$ cat config.mk
export PLATFORM = sky130hd
export DESIGN_NAME = bezier_curve_flattener
export DESIGN_NICKNAME = d
export VERILOG_FILES = /design/src/hdl/bcf_pkg.sv /design/src/hdl/bezier_curve_flattener.sv
export SDC_FILE = /design/constraint.sdc
export NUM_CORES = 2
export LEC_CHECK = 0
export ABC_CLOCK_PERIOD_IN_PS = 43400
export BUFFER_PORTS_ARGS = -buffer_cell sky130_fd_sc_hd__buf_2
export CAP_MARGIN = 40
export CORE_ASPECT_RATIO = 2
export CORE_UTILIZATION = 56
export DETAILED_ROUTE_END_ITERATION = 10
export GPL_TIMING_DRIVEN = 0
export HOLD_SLACK_MARGIN = 0.12
export PLACE_DENSITY = 0.74
export SLEW_MARGIN = 20
export SYNTH_ARGS = -nofsm -noshare
export SYNTH_HDL_FRONTEND = slang
export SYNTH_SLANG_ARGS = --single-unit
$ cat constraint.sdc
create_clock -name clk -period 43.4 [get_ports clk]
set_input_delay 8.68 -clock clk [delete_from_list [all_inputs] [get_ports clk]]
set_output_delay 8.68 -clock clk [all_outputs]
set_load 0.01 [all_outputs]
$ cat src/hdl/bcf_pkg.sv
// Shared types and constants of the Bezier curve flattener.
package bcf_pkg;

	// Configuration port geometry: one 32-bit register at byte address 0.
	localparam int PADDR_W = 3;
	localparam int CFG_W = 3;
	localparam logic [PADDR_W-3:0] REG_SEG_LOG2 = '0;
	localparam logic [CFG_W-1:0] SEG_LOG2_RESET = 3'd6;

	// Sequencer states, one-hot.
	typedef enum logic [6:0] {
		ST_IDLE   = 7'b0000001,
		ST_SETUP  = 7'b0000010,
		ST_INIT_X = 7'b0000100,
		ST_INIT_Y = 7'b0001000,
		ST_STEP_X = 7'b0010000,
		ST_STEP_Y = 7'b0100000,
		ST_EMIT   = 7'b1000000
	} state_t;

endpackage

$ cat src/hdl/bezier_curve_flattener.sv
// Top level of the Bezier curve flattener: curve in, line segments out.
//
// Usage:
//   One input transfer on s_axis carries a whole quadratic or cubic curve:
//   eight signed control point coordinates in tdata and the cubic flag in
//   tuser. The block emits N = 2^segments_log2 segments on m_axis, each from
//   the previous sample to the next one, sampled at t = i/N, i = 1..N; tlast
//   marks the final segment, which always ends on the curve's end point.
//   segments_log2 sits at APB address 0; 0 reads as 1, values above
//   MAX_SEG_LOG2 act as MAX_SEG_LOG2. Write it only while the block is idle.
// Timing:
//   The curve is walked by exact integer forward differencing. One shared
//   difference unit updates one axis per cycle, so a segment takes an x step,
//   a y step and a truncate and emit step; the first is preceded by a setup
//   step and an x and a y init step. s_axis_tready rises again once the last
//   segment is loaded into the output register.
// Reset and stalls:
//   arst_n clears the sequencer and the output valid flag and sets
//   segments_log2 to 6. A stalled receiver holds the segment in the output
//   register and the sequencer waits in its emit step; nothing is dropped.
module bezier_curve_flattener #(
	parameter int COORD_BITS   = 12,
	parameter int MAX_SEG_LOG2 = 6
) (
	input  logic                                     clk,
	input  logic                                     arst_n,
	// curve input
	input  logic                                     s_axis_tvalid,
	output logic                                     s_axis_tready,
	// start_x, start_y, ctrl_a_x, ctrl_a_y, ctrl_b_x, ctrl_b_y, end_x, end_y
	input  logic [8*COORD_BITS-1:0]                  s_axis_tdata,
	// is_cubic
	input  logic [0:0]                               s_axis_tuser,
	// segment output
	output logic                                     m_axis_tvalid,
	input  logic                                     m_axis_tready,
	// seg_from_x, seg_from_y, seg_to_x, seg_to_y, zero padding
	output logic [((4*COORD_BITS+7)/8)*8-1:0]        m_axis_tdata,
	output logic                                     m_axis_tlast,
	// configuration
	input  logic                                     psel,
	input  logic                                     penable,
	input  logic                                     pwrite,
	input  logic [bcf_pkg::PADDR_W-1:0]              paddr,
	input  logic [31:0]                              pwdata,
	output logic [31:0]                              prdata,
	output logic                                     pready
);
	import bcf_pkg::*;

	localparam int OUT_DATA_W = ((4*COORD_BITS+7)/8)*8;
	// Scaled sums reach 2^(COORD_BITS-1+3*MAX_SEG_LOG2) in magnitude.
	localparam int ACC_W = COORD_BITS + 3*MAX_SEG_LOG2 + 4;
	// Narrow setup terms: up to 6 * third difference of the control points.
	localparam int NW    = COORD_BITS + 6;
	localparam int CNT_W = MAX_SEG_LOG2 + 1;
	localparam int SH_W  = $clog2(3*MAX_SEG_LOG2 + 1);

	// ---------------- configuration register ----------------
	logic [CFG_W-1:0] seg_log2_q;
	logic             cfg_wr;
	logic             cfg_hit;

	assign pready  = 1'b1;
	assign cfg_hit = (paddr[PADDR_W-1:2] == REG_SEG_LOG2);
	assign cfg_wr  = psel && penable && pwrite && pready && cfg_hit;
	assign prdata  = cfg_hit ? {{(32-CFG_W){1'b0}}, seg_log2_q} : 32'd0;

	always_ff @(posedge clk or negedge arst_n) begin
		if (!arst_n) begin
			seg_log2_q <= SEG_LOG2_RESET;
		end else if (cfg_wr) begin
			seg_log2_q <= pwdata[CFG_W-1:0];
		end
	end

	// Clamp the segment count exponent into 1..MAX_SEG_LOG2.
	logic [CFG_W-1:0] k_eff;
	always_comb begin
		priority if (seg_log2_q == '0) begin
			k_eff = CFG_W'(1);
		end else if (seg_log2_q > CFG_W'(MAX_SEG_LOG2)) begin
			k_eff = CFG_W'(MAX_SEG_LOG2);
		end else begin
			k_eff = seg_log2_q;
		end
	end

	// ---------------- sequencer state ----------------
	state_t                 state_q;
	logic [CNT_W-1:0]       seg_q;
	logic [CFG_W-1:0]       k_q;
	logic                   cubic_q;
	logic                   out_valid_q;
	logic                   out_last_q;
	logic [OUT_DATA_W-1:0]  out_data_q;

	// held curve and forward difference registers, index 0 is x, 1 is y
	logic signed [COORD_BITS-1:0] pt_q   [8];
	logic signed [COORD_BITS-1:0] prev_q [2];
	logic signed [NW-1:0]         ca_q   [2];
	logic signed [NW-1:0]         cb_q   [2];
	logic signed [NW-1:0]         cc_q   [2];
	logic signed [NW-1:0]         cc6_q  [2];
	logic signed [ACC_W-1:0]      s_q    [2];
	logic signed [ACC_W-1:0]      d1_q   [2];
	logic signed [ACC_W-1:0]      d2_q   [2];
	logic signed [ACC_W-1:0]      d3_q   [2];
	logic        [ACC_W-1:0]      round_q;

	logic in_xfer;
	logic out_free;
	logic emit_load;
	logic is_last;
	logic ax;
	logic [CNT_W-1:0] seg_total;

	assign s_axis_tready = (state_q == ST_IDLE);
	assign in_xfer       = s_axis_tvalid && s_axis_tready;
	assign out_free      = !out_valid_q || m_axis_tready;
	assign seg_total     = CNT_W'(1) << k_q;
	assign is_last       = (seg_q == seg_total);
	assign emit_load     = (state_q == ST_EMIT) && out_free;
	assign ax            = (state_q == ST_INIT_Y) || (state_q == ST_STEP_Y);

	// Shift amounts: sum is scaled by N^3 (cubic) or N^2 (quadratic).
	logic [SH_W-1:0] k_sh;
	logic [SH_W-1:0] sh_sum;
	logic [SH_W-1:0] sh_a;
	logic [SH_W-1:0] sh_b;
	assign k_sh   = SH_W'(k_q);
	assign sh_sum = cubic_q ? SH_W'(3*k_sh) : SH_W'(2*k_sh);
	assign sh_a   = cubic_q ? SH_W'(2*k_sh) : SH_W'(k_sh + SH_W'(1));
	assign sh_b   = cubic_q ? k_sh : '0;

	// Setup: control point differences in power-basis form, both axes.
	// Cubic:     S(i) = N^3 p0 + 3N^2 e i + 3N h i^2 + c i^3
	// Quadratic: S(i) = N^2 p0 + 2N e i + h i^2
	logic signed [NW-1:0] ca_n  [2];
	logic signed [NW-1:0] cb_n  [2];
	logic signed [NW-1:0] cc_n  [2];
	logic signed [NW-1:0] cc6_n [2];
	always_comb begin
		logic signed [NW-1:0] e;
		logic signed [NW-1:0] f;
		logic signed [NW-1:0] g;
		logic signed [NW-1:0] h;
		logic signed [NW-1:0] c;
		for (int a = 0; a < 2; a++) begin
			e = NW'(pt_q[2+a]) - NW'(pt_q[a]);
			f = NW'(pt_q[4+a]) - NW'(pt_q[2+a]);
			g = NW'(pt_q[6+a]) - NW'(pt_q[4+a]);
			h = f - e;
			c = g - f - h;
			ca_n[a]  = cubic_q ? (e + (e <<< 1)) : e;
			cb_n[a]  = cubic_q ? (h + (h <<< 1)) : h;
			cc_n[a]  = cubic_q ? c : '0;
			cc6_n[a] = (cc_n[a] <<< 2) + (cc_n[a] <<< 1);
		end
	end

	// Init: differences at i = 0 for the selected axis.
	logic signed [ACC_W-1:0] coef_a;
	logic signed [ACC_W-1:0] coef_b;
	logic signed [ACC_W-1:0] s_init;
	logic signed [ACC_W-1:0] d1_init;
	logic signed [ACC_W-1:0] d2_init;
	logic signed [ACC_W-1:0] d3_init;
	always_comb begin
		coef_a  = ACC_W'(ca_q[ax]) <<< sh_a;
		coef_b  = ACC_W'(cb_q[ax]) <<< sh_b;
		d1_init = coef_a + coef_b + ACC_W'(cc_q[ax]);
		d2_init = (coef_b <<< 1) + ACC_W'(cc6_q[ax]);
		d3_init = ACC_W'(cc6_q[ax]);
		s_init  = ACC_W'(pt_q[{2'b00, ax}]) <<< sh_sum;
	end

	// Shared difference unit: advance one axis by one sample.
	logic signed [ACC_W-1:0] s_step;
	logic signed [ACC_W-1:0] d1_step;
	logic signed [ACC_W-1:0] d2_step;
	assign s_step  = s_q[ax] + d1_q[ax];
	assign d1_step = d1_q[ax] + d2_q[ax];
	assign d2_step = d2_q[ax] + d3_q[ax];

	// Emit: divide by the scale, truncating toward zero (bias negatives).
	logic signed [COORD_BITS-1:0] to_n [2];
	always_comb begin
		logic signed [ACC_W-1:0] biased;
		logic signed [ACC_W-1:0] quot;
		for (int a = 0; a < 2; a++) begin
			biased  = s_q[a] + (s_q[a][ACC_W-1] ? signed'(round_q) : ACC_W'(0));
			quot    = biased >>> sh_sum;
			to_n[a] = quot[COORD_BITS-1:0];
		end
	end

	logic [OUT_DATA_W-1:0] out_data_n;
	always_comb begin
		out_data_n = '0;
		out_data_n[0*COORD_BITS +: COORD_BITS] = prev_q[0];
		out_data_n[1*COORD_BITS +: COORD_BITS] = prev_q[1];
		out_data_n[2*COORD_BITS +: COORD_BITS] = to_n[0];
		out_data_n[3*COORD_BITS +: COORD_BITS] = to_n[1];
	end

	// ---------------- control registers ----------------
	always_ff @(posedge clk or negedge arst_n) begin
		if (!arst_n) begin
			state_q     <= ST_IDLE;
			seg_q       <= '0;
			out_valid_q <= 1'b0;
		end else begin
			// load a new segment, else drop the held one once it transfers
			out_valid_q <= emit_load || (out_valid_q && !m_axis_tready);
			unique case (state_q)
				ST_IDLE: begin
					if (in_xfer) begin
						seg_q   <= CNT_W'(1);
						state_q <= ST_SETUP;
					end
				end
				ST_SETUP:  state_q <= ST_INIT_X;
				ST_INIT_X: state_q <= ST_INIT_Y;
				ST_INIT_Y: state_q <= ST_STEP_X;
				ST_STEP_X: state_q <= ST_STEP_Y;
				ST_STEP_Y: state_q <= ST_EMIT;
				ST_EMIT: begin
					// hold here while the output register is still full
					if (out_free) begin
						if (is_last) begin
							state_q <= ST_IDLE;
						end else begin
							seg_q   <= seg_q + CNT_W'(1);
							state_q <= ST_STEP_X;
						end
					end
				end
				default: state_q <= ST_IDLE;
			endcase
		end
	end

	// ---------------- datapath registers ----------------
	always_ff @(posedge clk) begin
		if (in_xfer) begin
			for (int j = 0; j < 8; j++) begin
				pt_q[j] <= s_axis_tdata[j*COORD_BITS +: COORD_BITS];
			end
			prev_q[0] <= s_axis_tdata[0*COORD_BITS +: COORD_BITS];
			prev_q[1] <= s_axis_tdata[1*COORD_BITS +: COORD_BITS];
			cubic_q   <= s_axis_tuser[0];
			k_q       <= k_eff;
		end
		if (state_q == ST_SETUP) begin
			for (int a = 0; a < 2; a++) begin
				ca_q[a]  <= ca_n[a];
				cb_q[a]  <= cb_n[a];
				cc_q[a]  <= cc_n[a];
				cc6_q[a] <= cc6_n[a];
			end
			round_q <= (ACC_W'(1) << sh_sum) - ACC_W'(1);
		end
		if ((state_q == ST_INIT_X) || (state_q == ST_INIT_Y)) begin
			s_q[ax]  <= s_init;
			d1_q[ax] <= d1_init;
			d2_q[ax] <= d2_init;
			d3_q[ax] <= d3_init;
		end
		if ((state_q == ST_STEP_X) || (state_q == ST_STEP_Y)) begin
			s_q[ax]  <= s_step;
			d1_q[ax] <= d1_step;
			d2_q[ax] <= d2_step;
		end
		if (emit_load) begin
			out_data_q <= out_data_n;
			out_last_q <= is_last;
			prev_q[0]  <= to_n[0];
			prev_q[1]  <= to_n[1];
		end
	end

	assign m_axis_tvalid = out_valid_q;
	assign m_axis_tdata  = out_data_q;
	assign m_axis_tlast  = out_last_q;

	// ---------------- assertions ----------------
	logic signed [COORD_BITS-1:0] end_x_sel;
	assign end_x_sel = cubic_q ? pt_q[6] : pt_q[4];

	// An accepted curve always starts with the setup step.
	a_accept_setup: assert property (@(posedge clk) disable iff (!arst_n)
		in_xfer |=> (state_q == ST_SETUP))
		else $error("curve accepted but sequencer did not enter setup");

	// The segment counter never runs past the curve's segment count.
	a_seg_bound: assert property (@(posedge clk) disable iff (!arst_n)
		(state_q != ST_IDLE) |-> (seg_q <= seg_total))
		else $error("segment counter past segment count");

	// The last segment ends exactly on the curve's end point in x.
	a_last_end: assert property (@(posedge clk) disable iff (!arst_n)
		(emit_load && is_last) |=>
		(m_axis_tdata[2*COORD_BITS +: COORD_BITS] == $past(end_x_sel)))
		else $error("last segment does not end on the end point");

endmodule

==> metrics.md <==
| Metric | Value |
|---|---|
| Status | completed |
| Row count | 154 |
| Vias per inst | 6.43 |
| DRC viols | 0 |
| Die X | 213 um |
| R2R Setup Slk | 33930 ps |
| Worst-skew pair later-pin latency | 700 ps |
| Hold crit path type | reg2reg |
| Slew HR | 33.0% |
| CP cell instances | buf_2 > nor2b_1 > buf_2 |
| Reg2reg path depth | 26 |
| Setup tns final | 0 ps |
| Worst Tran Pin Value | 995 ps |
| RD Place Congestion | 1.10 |
| Final WL | 202000 um |
| Worst Setup SP | paddr[2] |
| Critical Path Stages | 3 |
| Final core occ | 62.5% |
| Post-synthesis sequential area ratio | 35.2% |
| Core box area | 88100 um^2 |
| Required @ worst endpoint | 34720 ps |
| Hold_ws | 417 ps |
| Kind of critical path | in2out |
| Post-synth EDFFs | 567 |
| CTS tree | done |
| Nets | 6534 |
| Worst Path Arrival | 9020 ps |
| Critical path buffers and inverters | 2 |
| Total GRT Usage | 44.9% |
| Drt pass-1 iters | 7 |
| # placed instances | 7004 |
| Crit path top cell by count | buf_2 |
| Num CTS Buffers | 54 |
| Cell variety after synth | 103 |
| Post-CTS Setup Inserts | 0 |
| Clk sinks | 585 |
| Final Skew | 56.6 ps |
| Antenna violations before repair | 12 |
| FF-to-FF End | d2_q[1][33] |
| Min Tclk post-route | 17700 ps |
| CP max FO | 4 |
| Cell family with most CP delay | buffers and inverters |
| CP endpoint | prdata[0] |
| Root Buffer | clkbuf_16 |
| Antenna viol nets, final | 0 |
| R2R Path Start | state_q[1] |
| Max Cap Viol | 0 |
| Die area | 90000 um^2 |
| Hold_buf cts | 0 |
| Htree depth | 2 |
| Seq cells post-synth | 585 |
| Detailed router's first-iteration violation count | 4446 |
| Vias in the first global route | 45.4k |
| Port-buffer cells | 161 |
| Final Hold Violating Endpoints | 0 |
| Final setup violation count | 0 |
| Total I/O pin count | 223 |
| CP max-delay cell | buf_2 |
| Non-filler cells, final | 7128 |
| Fmax | 56.5 MHz |
| Post-CTS Resized | 0 |
| Register clock-pin slew on the reported worst setup and hold paths | 70 ps |
| Post-synth ARST share | 3.08% |
| RSZ-0062 raised after global routing | false |
| Fillers | 7771 |
| Initial Util | 56.5% |
| Largest net degree at the start of global routing | 82 |
| Via count | 45.8k |
| Gr ovfl total | 0 |
| Crit start category | primary input |
| Final HPWL DP | 162000 um |
| Clock buffer depth | 3 |
| Share of layout cells above drive strength 1 | 8.59% |
| Final Slew Violations | 0 |
| Syn Inst Count | 5563 |
| Post-synth top flop | edfxtp_1 |
| Max incr delay on CP | 130 ps |
| Layout overhead on the synthesized area | 10.8% |
| DR WL/cell | 28.3 um |
| Fin crit share | 40.8% |
| Synthesized area | 49700 um^2 |
| Syn_area_per_cell | 8.94 um^2 |
| Global-route wire length before repair | 291000 um |
| Worst setup EP type | output port |
| YS warnings | 0 |
| Die height | 423 um |
-- routing by layer --
metal | wire, um | global-route usage (%)
met1 | 65000 | 44.4
met2 | 95400 | 74.2
met3 | 15900 | 11.0
met4 | 25200 | 46.5
met5 | 126 | 0
-- stage by stage --
step | setup slack (ps) | cell area, um^2
final | 25700 | 55100
after CTS | 25700 | 54900
after global placement | 18580 | 52100
after global routing | 25670 | 55000
after detailed placement | 25710 | 53100
after floorplan | 25860 | 49800
-- how the worst min path moves through the flow --
stage	start	endpoint	slack, ps	cells after the start
2_1_floorplan	prev_q[0][0]	m_axis_tdata[0]	400	0
4_1_cts	prev_q[0][12]	m_axis_tdata[12]	420	0
5_1_grt	prev_q[0][1]	m_axis_tdata[1]	430	0
6_report	prev_q[0][12]	m_axis_tdata[12]	420	0
3_5_place_dp	prev_q[0][12]	m_axis_tdata[12]	400	0
3_3_place_gp	prev_q[0][1]	m_axis_tdata[1]	400	0
-- state kept, by name, summed over array words and instances, names as in the netlist, 3 cells and up --
signal        flops
pt_q             96
d1_q             68
d2_q             68
s_q              68
m_axis_tdata     48
d3_q             34
round_q          34
cb_q             32
ca_q             30
cc6_q            30
cc_q             30
prev_q           24
seg_q             7
state_q           7
k_q               3
seg_log2_q        3
-- synth_stat cells, types with 18 or more instances --
cell | number | area share, %
mux2i_1 | 125 | 2.5
a31oi_1 | 62 | 0.78
o22ai_1 | 53 | 0.67
o31a_1 | 19 | 0.33
and2_1 | 78 | 0.98
xnor2_1 | 210 | 3.7
xor2_1 | 127 | 2.2
o21ai_0 | 340 | 3.4
fa_1 | 97 | 3.9
buf_1 | 30 | 0.23
a21o_1 | 154 | 2.3
o21a_1 | 41 | 0.62
nor3_1 | 88 | 0.89
nor4_1 | 18 | 0.23
and3_1 | 36 | 0.45
inv_1 | 348 | 2.6
or3_1 | 31 | 0.39
a211o_1 | 18 | 0.32
clkbuf_1 | 200 | 1.5
o31ai_1 | 31 | 0.47
mux2_2 | 48 | 1.1
nand2_1 | 886 | 6.7
edfxtp_1 | 567 | 34
nand4_1 | 18 | 0.23
or2_2 | 18 | 0.23
o21bai_1 | 39 | 0.59
ha_1 | 390 | 9.8
a21oi_1 | 419 | 4.2
buf_4 | 30 | 0.45
o211ai_1 | 52 | 0.79
a211oi_1 | 65 | 0.98
nor2_1 | 387 | 2.9
nor2b_1 | 62 | 0.78
nand3_1 | 90 | 0.91
a21boi_0 | 32 | 0.48
nand2b_1 | 54 | 0.68
-- placed cells by master (no fill, tap or decap), types with 31 or more instances in the layout --
cell         n
a21boi_0    32
xnor2_1    210
mux2i_1    125
buf_6       44
a31oi_1     62
or3_1       31
conb_1      32
and2_1      78
buf_2      177
edfxtp_1   567
o22ai_1     53
mux2_2      48
a211oi_1    62
nand3_1     90
ha_1       390
fa_1        97
nor3_1      87
nor2_1     386
nand2_1    885
o211ai_1    52
a21oi_1    418
o21a_1      41
nand2b_1    54
o21bai_1    39
xor2_1     127
clkbuf_1   205
inv_1      347
o21ai_0    339
clkbuf_16   55
a21o_1     154
and3_1      35
nor2b_1     62
buf_4       52
-- cell families after synthesis --
logic type / synth area share, %
compound gates: 19.6
xor+xnor: 6.17
fa+ha+maj: 13.9
buf+inv: 4.89
flops: 35.2
mux: 4.01
other cells: 0.0151
simple gates: 16.2
-- cell type report --
| cell class | count | area (um^2) | area share (%) |
|---|---|---|---|
| Antenna cell | 7 | 17.5 | 0.0318 |
| Buffer | 264 | 1120 | 2.03 |
| Clock buffer | 64 | 1410 | 2.56 |
| Clock inverter | 35 | 368 | 0.668 |
| Inverter | 352 | 1330 | 2.41 |
| Multi-Input combinational cell | 4392 | 30000 | 54.5 |
| Sequential cell | 585 | 17500 | 31.7 |
| Tap cell | 1170 | 1460 | 2.66 |
| Timing Repair Buffer | 259 | 1900 | 3.44 |
-- worst register-to-register path: cells and delay by family (launching register included) --
family,cells,cell delay [ps]
DFF,1,430
AOI/OAI and AO/OA,12,3960
buffers and inverters,7,2760
xor gates and xnor gates,1,240
and+or+nand+nor,5,1520
adders and majority gates,1,300
Power is left out: the tool's default activity adds up to more than one toggle a clock period on the data nets, which glitch-free logic cannot reach.
